File: config.mk
export PLATFORM = sky130hd
export DESIGN_NAME = vsm_fifo
export DESIGN_NICKNAME = d
export VERILOG_FILES = /design/src/hw/rtl/vsm_pkg.sv /design/src/hw/rtl/vsm_fifo.sv
export SDC_FILE = /design/constraint.sdc
export NUM_CORES = 1
export LEC_CHECK = 0
export BUFFER_PORTS_ARGS = -buffer_cell sky130_fd_sc_hd__clkbuf_2
export CORE_MARGIN = 2
export CORE_UTILIZATION = 43
export CTS_BUF_LIST = sky130_fd_sc_hd__clkbuf_8 sky130_fd_sc_hd__clkbuf_16
export CTS_CLUSTER_DIAMETER = 100
export DETAILED_ROUTE_END_ITERATION = 16
export PLACE_DENSITY_LB_ADDON = 0.08
export SETUP_SLACK_MARGIN = 0.15
export SYNTH_ARGS = -nofsm -noshare
export SYNTH_HDL_FRONTEND = slang
export SYNTH_SLANG_ARGS = --single-unit
export TNS_END_PERCENT = 5
File: constraint.sdc
create_clock -name i_clk -period 12.55 [get_ports i_clk]
set_input_delay 3.765 -clock i_clk [delete_from_list [all_inputs] [get_ports i_clk]]
set_output_delay 3.765 -clock i_clk [all_outputs]
set_load 0.02 [all_outputs]
File: src/hw/rtl/vsm_pkg.sv
`default_nettype none
package vsm_pkg;
    localparam int COORD_W = 32;
    localparam int DELTA_W = 33;
    localparam int STEP_W  = 17;
    localparam int CELL_W  = 16;
    localparam int SQ_W    = 64;
    localparam int ROOT_W  = 33;
    localparam int POS_W   = 40;
    localparam int INC_W   = 34;
    localparam logic [STEP_W-1:0] STEP_RESET = 17'd6554;

    typedef struct packed {
        logic signed [COORD_W-1:0] sx, sy, sz;
        logic signed [DELTA_W-1:0] dx, dy, dz;
        logic [SQ_W-1:0]           sq;
        logic                      big;
    } t_job;

    typedef struct packed {
        logic [CELL_W-1:0] cx, cy, cz;
        logic              last;
        logic              trunc;
    } t_res;

    typedef enum logic [3:0] {
        ST_IDLE, ST_COUNT, ST_START, ST_SQ2, ST_ROOT, ST_DIV, ST_MARCH, ST_EMIT, ST_FLUSH
    } t_state;
endpackage
`default_nettype wire

File: src/hw/rtl/vsm_fifo.sv
`default_nettype none
module vsm_fifo
    import vsm_pkg::*;
(
    input  wire logic i_clk,
    input  wire logic i_rst_n,
    input  wire logic i_valid,
    output logic      o_ready,
    input  t_job      i_job,
    output logic      o_valid,
    input  wire logic i_ready,
    output t_job      o_job
);
    // two-entry job queue
    t_job       r_mem [2];
    logic       r_wp, r_rp;
    logic [1:0] r_cnt;
    logic       w_wr, w_rd;

    assign o_ready = r_cnt != 2'd2;
    assign o_valid = r_cnt != 2'd0;
    assign o_job   = r_mem[r_rp];
    assign w_wr    = i_valid && o_ready;
    assign w_rd    = o_valid && i_ready;

    always_ff @(posedge i_clk) begin
        if (!i_rst_n) begin
            r_wp <= 1'b0; r_rp <= 1'b0; r_cnt <= 2'd0;
        end else begin
            if (w_wr) r_wp <= !r_wp;
            if (w_rd) r_rp <= !r_rp;
            r_cnt <= r_cnt + 2'(w_wr) - 2'(w_rd);
        end
        if (w_wr) r_mem[r_wp] <= i_job;
    end
endmodule
`default_nettype wire

======== Word-level counts from Yosys, hierarchy flattened ========
Memory sizes are Yosys's and may differ from the RTL's. A register that Yosys moved wholly into a read port is not among the register bits.
Index checks and enable logic that the tools add are counted.
word-level totals
  bits in registers ....................... 4
  bits in latches ......................... 0
  RAM bits ................................ 520
  bits in read-only memories .............. 0
  input bits .............................. 264
  output and inout port bits .............. 262
  word-level logic and storage cells ...... 16
  memories kept ........................... 1
operators by class
  add/subtract/negate cells ............... 2
  multiply operators ...................... 0
  divide/modulo/power cells ............... 0
  magnitude comparators ................... 0
  equal/unequal tests ..................... 1
  shift-type cells ........................ 0
  multiplexer cells ....................... 4
  bitwise gates (word level) .............. 0
  reduce and logical (&&, ||, !) cells .... 5
memories
  memory  depth  bits a word  rd ports  clocked after Yosys merged registers in  wr ports  RTL line        RTL
  r_mem   2      260          1         1                                        1         vsm_fifo.sv:15  t_job r_mem [2];
operators with widths
  kind                                         number
  1-bit 2-to-1 mux                             4
  2-bit by 1-bit adder with 2-bit output       1
  1-bit logical AND                            2
  1-bit logical NOT                            2
  2-bit != test (second input constant)        1
  2-bit nonzero test                           1
  2-bit by 1-bit subtractor with 2-bit output  1

======== Logic depth before layout (Yosys ltp) ========
Gate-level depths: netlist (run 1).
  depth in word-level cells ............... 4
  depth in mapped cells ................... 6

======== Worst setup path after synthesis (run 1) ========
OpenSTA, ideal clock, no wires.
  path kind ............................... in2reg
  start point ............................. input i_valid
  end point ............................... memory r_mem[1][0] (netlist name), enable pin
  arrival ................................. 9.736 ns
  required time ........................... 11.894 ns
  slack ................................... 2.158 ns
  cell stages on the path ................. 1
  buffers on the path ..................... 0
  path through ............................ and3_1
between the ends
  longest elaborated chain between the ends .. 3
ends and longest elaborated chain
  what                                    RTL line        RTL
  from (decl)                             vsm_fifo.sv:7   input wire logic i_valid,
  1-bit logical AND                       vsm_fifo.sv:23  assign w_wr = i_valid && o_ready;
  1-bit 2-to-1 mux                        vsm_fifo.sv:34  if (w_wr) r_mem[r_wp] <= i_job;
  1-bit 2-to-1 mux (implied by the code)  vsm_fifo.sv:34
  to (decl)                               vsm_fifo.sv:15
No other way between the ends.

==> results of run 1 <==
[registers in the layout (all words and copies together) (netlist names), named ones only]
signal  count
r_mem     520
r_cnt       2
r_rp        1
r_wp        1
[stage by stage]
step                cells  worst slack (ps)
floorplan             839              2158
global placement     1942              5608
detailed placement   1942              5629
CTS                  2042              5689
global route         2047              5609
finish               2051              5774
[cell families (layout without fill, tap and decap cells)]
logic type | after synthesis | in the layout | synth area share
DFF | 525 | 525 | 0.7920
other | 0 | 9 | 0
adders and majority gates | 1 | 1 | 0.0006305
AOI/OAI and AO/OA | 6 | 6 | 0.002207
buffers and inverters | 31 | 634 | 0.01494
xor gates and xnor gates | 1 | 1 | 0.0004415
and+or+nand+nor | 15 | 15 | 0.004414
muxes | 260 | 260 | 0.1854
[final timing paths]
path,from,end,slack [ps],cells past startpoint
hold / removal,r_rp$_SDFFE_PN0P_,flop,500,2
setup reg to reg,r_cnt[0]$_SDFF_PN0_,r_mem[1][156]$_DFFE_PP_,9040,4
hold reg to reg,r_rp$_SDFFE_PN0P_,flop,500,2
setup / recovery,flop,o_job[20],5770,3
[synthesized netlist by cell type (all sizes together), types with 2 or more instances]
library cell | number | area [sq um]
o21ai | 2 | 10.01
nor2 | 4 | 15.01
inv | 2 | 7.510
buf | 29 | 289.0
and3 | 2 | 12.51
edfxtp | 520 | 15610
mux2 | 260 | 3679
dfxtp | 5 | 100.1
[worst max-delay path, stage by stage, from the launching register on]
cell      delay, ps
dfxtp_4         850
buf_12          710
mux2_2          470
clkbuf_2        170
[area by class of cell]
type	instances	area share
diodes	9	0.0009110
clock buffers	61	0.05993
clock inverters	39	0.007744
inverters	2	0.0006073
multi-input cells	283	0.1552
flip-flops and latches	525	0.6358
well taps	600	0.03037
repair buffers	532	0.1094
[report_power, final]
part,leakage [uW],switching (uW),internal [uW]
Sequential,0.00491,57.4,2130
Combinational,0.00394,678,501
Clock,0.000882,629,858
Total,0.00973,1370,3490
[metal layers]
metal	GRT usage	part of all wire	vias up	wire length (um)
met5	0	0.0022	-	95
met4	0.05923	0.022	14	963
met3	0.08011	0.099	72	4264
met2	0.2890	0.50	341	21670
met1	0.1946	0.37	4795	16120
li1	-	-	4502	-
==> metrics.txt, run 1 <==
Residual DRC=0; TritonCTS Buffers=56; outcome=finished, final reports clean; HP Class=reg -> reg; final WL=43120 um; post_cts resized=0; sequential fraction of the synthesis area=0.7920; placed cell area=23030 sq um; DPL Wire Length=28930 um; CP Data Arrival Time=3010 ps; Worst Tran Pin Value=1100 ps; multi-input logic area=3836 sq um; fmax=0.1476 GHz; core area=45480 sq um; CTS max path bufs=3; Congestion Overflow GR=0; Slew Viols, Final=0; clk_lat worst skew=580 ps; leading cell type in the layout, fill and taps excluded=clkbuf_2; Yosys reg bits=525; WHS=504.3 ps; Post-synth EDFFs=520; register area=15720 sq um; Max Cap Violations=0; leakage=0.009730 uW; Area growth, synth to finish=24.59%; Die Width=218.8 um; Vias per Instance=4.741; clk sink count=525; Tmin final=6776 ps; Starting DRT DRC Count=597; Synth Cell Area=19840 sq um; Post-Syn Instances=839; crit start category=flop; unrepaired setup endpoints after global routing=no; Hold Fails Final Rpt=0; Starting Density=0.4363; antenna violations before repair=13; Final Cycle Share=0.5399; largest net degree at the start of global routing=134; CP endpoint kind=output pin; setup violators final=0; # IOs=526; Net Count, Synth=1104; Crit Path Category=reg -> out; Distinct cells, synth=25; Die ar.=47880 sq um; Final Skew=16.78 ps; GRT Util Overall=0.1726; Antenna Violating Nets Remaining=0; Tot Pwr=4857 uW; Pre-antenna DRT Iters=4; CTS tree=done; Finished Cell Area=24720 sq um; commonest cells after routing, fill and taps aside=clkbuf_2 (525), edfxtp_1 (520), mux2_4 (200), mux2_2 (60), clkbuf_16 (57); share of cells above drive strength 1=0.6012; Die H=218.8 um; post-layout util=0.5436; Peak VDD IR=0.0001308 V; global placer's final weighted congestion=0.7684; top_reg_cell synth=edfxtp_1; PortBufs=525; global-route wire length before repair=60730 um; vias in the first global route=10030; DR vias=9724; H-tree depth=2; critical path fanouts, max=129; number of synthesis warnings=0; Root Driver=clkbuf_16; hold_buf cts=0; drt wl/cell=21.02 um; setup TNS=0 ps; P per Cell Area=196.5 nW/um^2; WP data required=8780 ps; nets=1665; postcts setup bufs=0; floorplan row count=78; asr flop ratio synth=0; Slew HR=0.2668; Clock transition at path regs=60 ps; synthesized area per cell=23.65 sq um; filler instances=3686
Power figures use the tool's default switching activity.
==> inputs of run 2 (changes only) <==
==> constraint.sdc (replaced) <==
create_clock -name i_clk -period 5.9 [get_ports i_clk]
set_input_delay 1.77 -clock i_clk [delete_from_list [all_inputs] [get_ports i_clk]]
set_output_delay 1.77 -clock i_clk [all_outputs]
set_load 0.02 [all_outputs]
==> run 2 against run 1 <==
Against the previous run:
- first-iteration DRC count fell by 23%
- clock skew fell by 5.2 ps
- critical endpoint is now o_job[13]
- combinational power rose by 110%
- sequential power rose by 110%
- count of clock-buffer cells in the layout fell by 4
- sequential share of layout area fell by 0.38 points
- critical path depth did not move
- largest cell class unchanged
- clock power rose by 120%
- worst setup slack got worse by 4000 ps
- cell area rose by 0.60%
- die area did not move
- flip-flop and latch count did not move
==> metrics.txt, run 2 (synthesized netlist as in run 1, its figures left out) <==
placed insts=1949; grt peak-use layer=met2; H-tree depth=2; DPL Wire Length=29780 um; core area=45480 sq um; final WL=43070 um; Slew HR=0.4512; vias in the first global route=10120; Worst Tran Pin Value=823.1 ps; global-route wire length before repair=60710 um; Peak VDD IR=0.0002522 V; floorplan row count=78; Starting Density=0.4363; Congestion Overflow GR=0; Tot Pwr=10390 uW; post_cts resized=0; clk_lat worst skew=590 ps; slowest cell on the critical path=dfxtp_4; largest net degree at the start of global routing=103; GR Util met2=0.2861; unrepaired setup endpoints after global routing=no; setup TNS=0 ps; DR vias=9795; Tmin final=4154 ps; Hold Fails Final Rpt=0; # IOs=526; Die ar.=47880 sq um; max reg flops=520; Crit Path Category=reg -> out; PortBufs=525; share of cells above drive strength 1=0.6052; GRT Util Overall=0.1726; commonest cells after routing, fill and taps aside=clkbuf_2 (525), edfxtp_1 (520), mux2_4 (200), mux2_2 (60), clkbuf_16 (57); leakage=0.009818 uW; fmax=0.2407 GHz; crit start category=flop; CP Data Arrival Time=2380 ps; critical path fanouts, max=51; Die H=218.8 um; post-layout util=0.5469; outcome=finished, final reports clean; Max Cap Violations=0; clk sink count=525; Residual DRC=0; cells along the critical path=buf_12 > mux2_2 > clkbuf_2; CP bufs+invs=2; antenna violations before repair=5; WHS=509.3 ps; CP delay by family, top=flip-flops; Die Width=218.8 um; Vias per Instance=4.771; global placer's final weighted congestion=0.7632; drt wl/cell=20.98 um; nets=1671; Antenna Violating Nets Remaining=0; TritonCTS Buffers=55; Starting DRT DRC Count=459; HP Class=reg -> reg; WP data required=4130 ps; filler instances=3697; Clock transition at path regs=60 ps; leading cell type in the layout, fill and taps excluded=clkbuf_2; Cell Count, Final, Fillers Out=2053; Root Driver=clkbuf_16; postcts setup bufs=0; CP peak stage delay=730 ps; Biggest register=r_mem; CP endpoint kind=output pin; flop2flop setup slack=3480 ps; Largest regs=r_mem x520, r_cnt x2; hold_buf cts=0; Final Cycle Share=0.7040; CTS tree=done; Area growth, synth to finish=25.34%; P per Cell Area=417.9 nW/um^2; CTS max path bufs=3; grt met1 use=0.1933; Pre-antenna DRT Iters=4; setup violators final=0; Final Skew=11.60 ps; grt met3 use=0.07581; Slew Viols, Final=0
==> run 2: cell types whose count changed in the layout (fill, tap and decap cells not counted), moves of 3 or more <==
cell,previous run,this run
buf_12,2,8
bufinv_16,1,4
clkbuf_8,4,0
clkinv_1,14,10
clkinv_2,4,11
diode_2,9,4
==> run 2: power by group <==
| part | internal, uW | switching [uW] |
|---|---|---|
| Combinational | 1080 | 1450 |
| Sequential | 4530 | 112 |
| Clock | 1900 | 1320 |
| Total | 7510 | 2880 |
==> run 2: path summary, 6_finish.rpt <==
path / start / endpoint / cells after the start
worst min register to register: r_rp$_SDFFE_PN0P_ / flop / 2
worst max-delay path: flop / o_job[13] / 3
worst min-delay path: r_rp$_SDFFE_PN0P_ / flop / 2
worst max register to register: r_cnt[0]$_SDFF_PN0_ / r_mem[0][93]$_DFFE_PP_ / 4
==> run 2: area by class of cell <==
| class | instances | area [sq um] | area share |
|---|---|---|---|
| Inverter | 2 | 15.01 | 0.0006037 |
| Antenna cell | 4 | 10.01 | 0.0004025 |
| Timing Repair Buffer | 539 | 2833 | 0.1139 |
| Sequential cell | 525 | 15720 | 0.6320 |
| Multi-Input combinational cell | 283 | 3836 | 0.1542 |
| Tap cell | 600 | 750.7 | 0.03019 |
| Clock inverter | 43 | 280.3 | 0.01127 |
| Clock buffer | 57 | 1426 | 0.05735 |
==> run 2: stage by stage <==
step / instance area (sq um) / setup slack [ps]
6_report: 24870 / 1746
4_1_cts: 24860 / 1656
2_1_floorplan: 19840 / -1594
3_3_place_gp: 23150 / 2148
3_5_place_dp: 23150 / 2163
5_1_grt: 24870 / 1606
==> run 2: routing by layer <==
layer  wire, um  vias up
li1           -     4504
met1      15920     4838
met2      21200      362
met3       4290       89
met4       1645        2
met5         13        -
==> run 2: worst min-delay path: stages, from the launching register on <==
cell,delay (ps)
dfxtp_1,330
xor2_1,80
nor2_1,70
==> inputs of run 3 (changes only) <==
==> constraint.sdc (replaced) <==
create_clock -name i_clk -period 4.3 [get_ports i_clk]
set_input_delay 1.29 -clock i_clk [delete_from_list [all_inputs] [get_ports i_clk]]
set_output_delay 1.29 -clock i_clk [all_outputs]
set_load 0.02 [all_outputs]
==> run 3 against run 2 <==
Against the previous run:
- first-iteration DRC count rose by 0.44%
- critical path type unchanged
- sequential share of layout area fell by 0.25 points
- largest power group unchanged
- worst hold slack got worse by 4.4 ps
==> metrics.txt, run 3 (synthesized netlist as in run 1, its figures left out) <==
outcome=finished, final reports clean; placed cell area=23240 sq um; setup violators final=0; commonest cells after routing, fill and taps aside=clkbuf_2 (525), edfxtp_1 (520), mux2_4 (200), mux2_2 (60), clkbuf_16 (57); Slew Viols, Final=0; global-route wire length before repair=62140 um; core area=45480 sq um; Final Worst Setup Slack=614.1 ps; Residual DRC=0; HP Class=reg -> reg; post_cts resized=0; nets=1678; Max Cap Violations=0; Setup WS pre-CTS=1185 ps; Tmin final=3686 ps; PortBufs=525; Die Width=218.8 um; Peak VDD IR=0.0004208 V; setup TNS=0 ps; vias in the first global route=10150; Worst Tran Pin Value=697.5 ps; P per Cell Area=574.1 nW/um^2; cells along the critical path=buf_4 > mux2_2 > clkbuf_2; Die ar.=47880 sq um; postcts setup bufs=0; Finished Cell Area=24970 sq um; slowest cell on the critical path=dfxtp_4; clk sink count=525; Starting Density=0.4363; fmax=0.2713 GHz; Antenna Violating Nets Remaining=0; CP peak stage delay=790 ps; global placer's final weighted congestion=0.7751; final WL=44570 um; Reg2Reg Depth=3; placed insts=1956; Crit Path Category=reg -> out; Largest regs=r_mem x520, r_cnt x2; post-layout util=0.5490; leading cell type in the layout, fill and taps excluded=clkbuf_2; Cell Count, Final, Fillers Out=2066; Slew HR=0.5350; share of cells above drive strength 1=0.6041; CP endpoint kind=output pin; CTS tree=done; drt wl/cell=21.57 um; TritonCTS Buffers=55; crit start category=flop; Final Skew=13.00 ps; Die H=218.8 um; clk_lat worst skew=580 ps; Final Cycle Share=0.8572; Root Driver=clkbuf_16; Starting DRT DRC Count=461; H-tree depth=2; Clock transition at path regs=60 ps; # IOs=526; max reg flops=520; Pre-antenna DRT Iters=4; Area growth, synth to finish=25.83%; Congestion Overflow GR=0; floorplan row count=78; largest net degree at the start of global routing=112; unrepaired setup endpoints after global routing=no; DPL Wire Length=30690 um; WP data required=3010 ps; Hold Fails Final Rpt=0; CTS max path bufs=3; critical path fanouts, max=31; DR vias=9842; leakage=0.009826 uW; antenna violations before repair=17; hold_buf cts=0; WHS Path Cells=2; Vias per Instance=4.764; GRT Util Overall=0.1780; Biggest register=r_mem; CP Data Arrival Time=2400 ps
[run 3: cell types whose count changed in the layout (fill, tap and decap cells not counted), sizes merged]
cell / change
buf: +7
clkinvlp: +3
diode: +7
inv: -4
[run 3: power breakdown]
part	leakage (uW)	total, uW	switching, uW	internal (uW)
Sequential	0.00491	6390	171	6220
Clock	0.000882	4450	1850	2610
Combinational	0.00404	3490	1980	1510
Total	0.00983	14300	4000	10300
[run 3: per-layer routing]
layer / global-route usage / routed length, um / vias to the layer above
met5: 0 / 89 / -
met4: 0.06599 / 1009 / 14
met3: 0.07942 / 4644 / 76
met2: 0.2949 / 22540 / 357
met1: 0.2033 / 16290 / 4873
li1: - / - / 4522
[run 3: critical path: cells and delay by family, from the launching register on]
family | cells | cell delay (ps)
buffers and inverters | 2 | 600
flip-flops | 1 | 790
multiplexers | 1 | 380
[run 3: through the flow]
| step | total power [uW] | hold WS, ps |
|---|---|---|
| 2_1_floorplan | 9002 | 472.5 |
| 4_1_cts | 14540 | 512.9 |
| 5_1_grt | 14920 | 543.3 |
| 3_5_place_dp | 10040 | 490.9 |
| 6_report | 14340 | 504.9 |
| 3_3_place_gp | 10030 | 490.0 |
[run 3: layout make-up]
class	instances	area [sq um]
timing repair buffer	546	2923
tap	600	750.7
antenna	11	27.53
clock buffer	57	1426
multi-input combinational	283	3836
inverter	2	11.26
clock inverter	42	275.3
sequential	525	15720
fill	3690	20510
[run 3: worst paths after layout]
path / start / end / slack (ps)
setup / recovery: flop / o_job[49] / 610
hold / removal: r_rp$_SDFFE_PN0P_ / flop / 500
setup reg to reg: r_cnt[0]$_SDFF_PN0_ / r_mem[1][51]$_DFFE_PP_ / 2380
hold reg to reg: r_rp$_SDFFE_PN0P_ / flop / 500
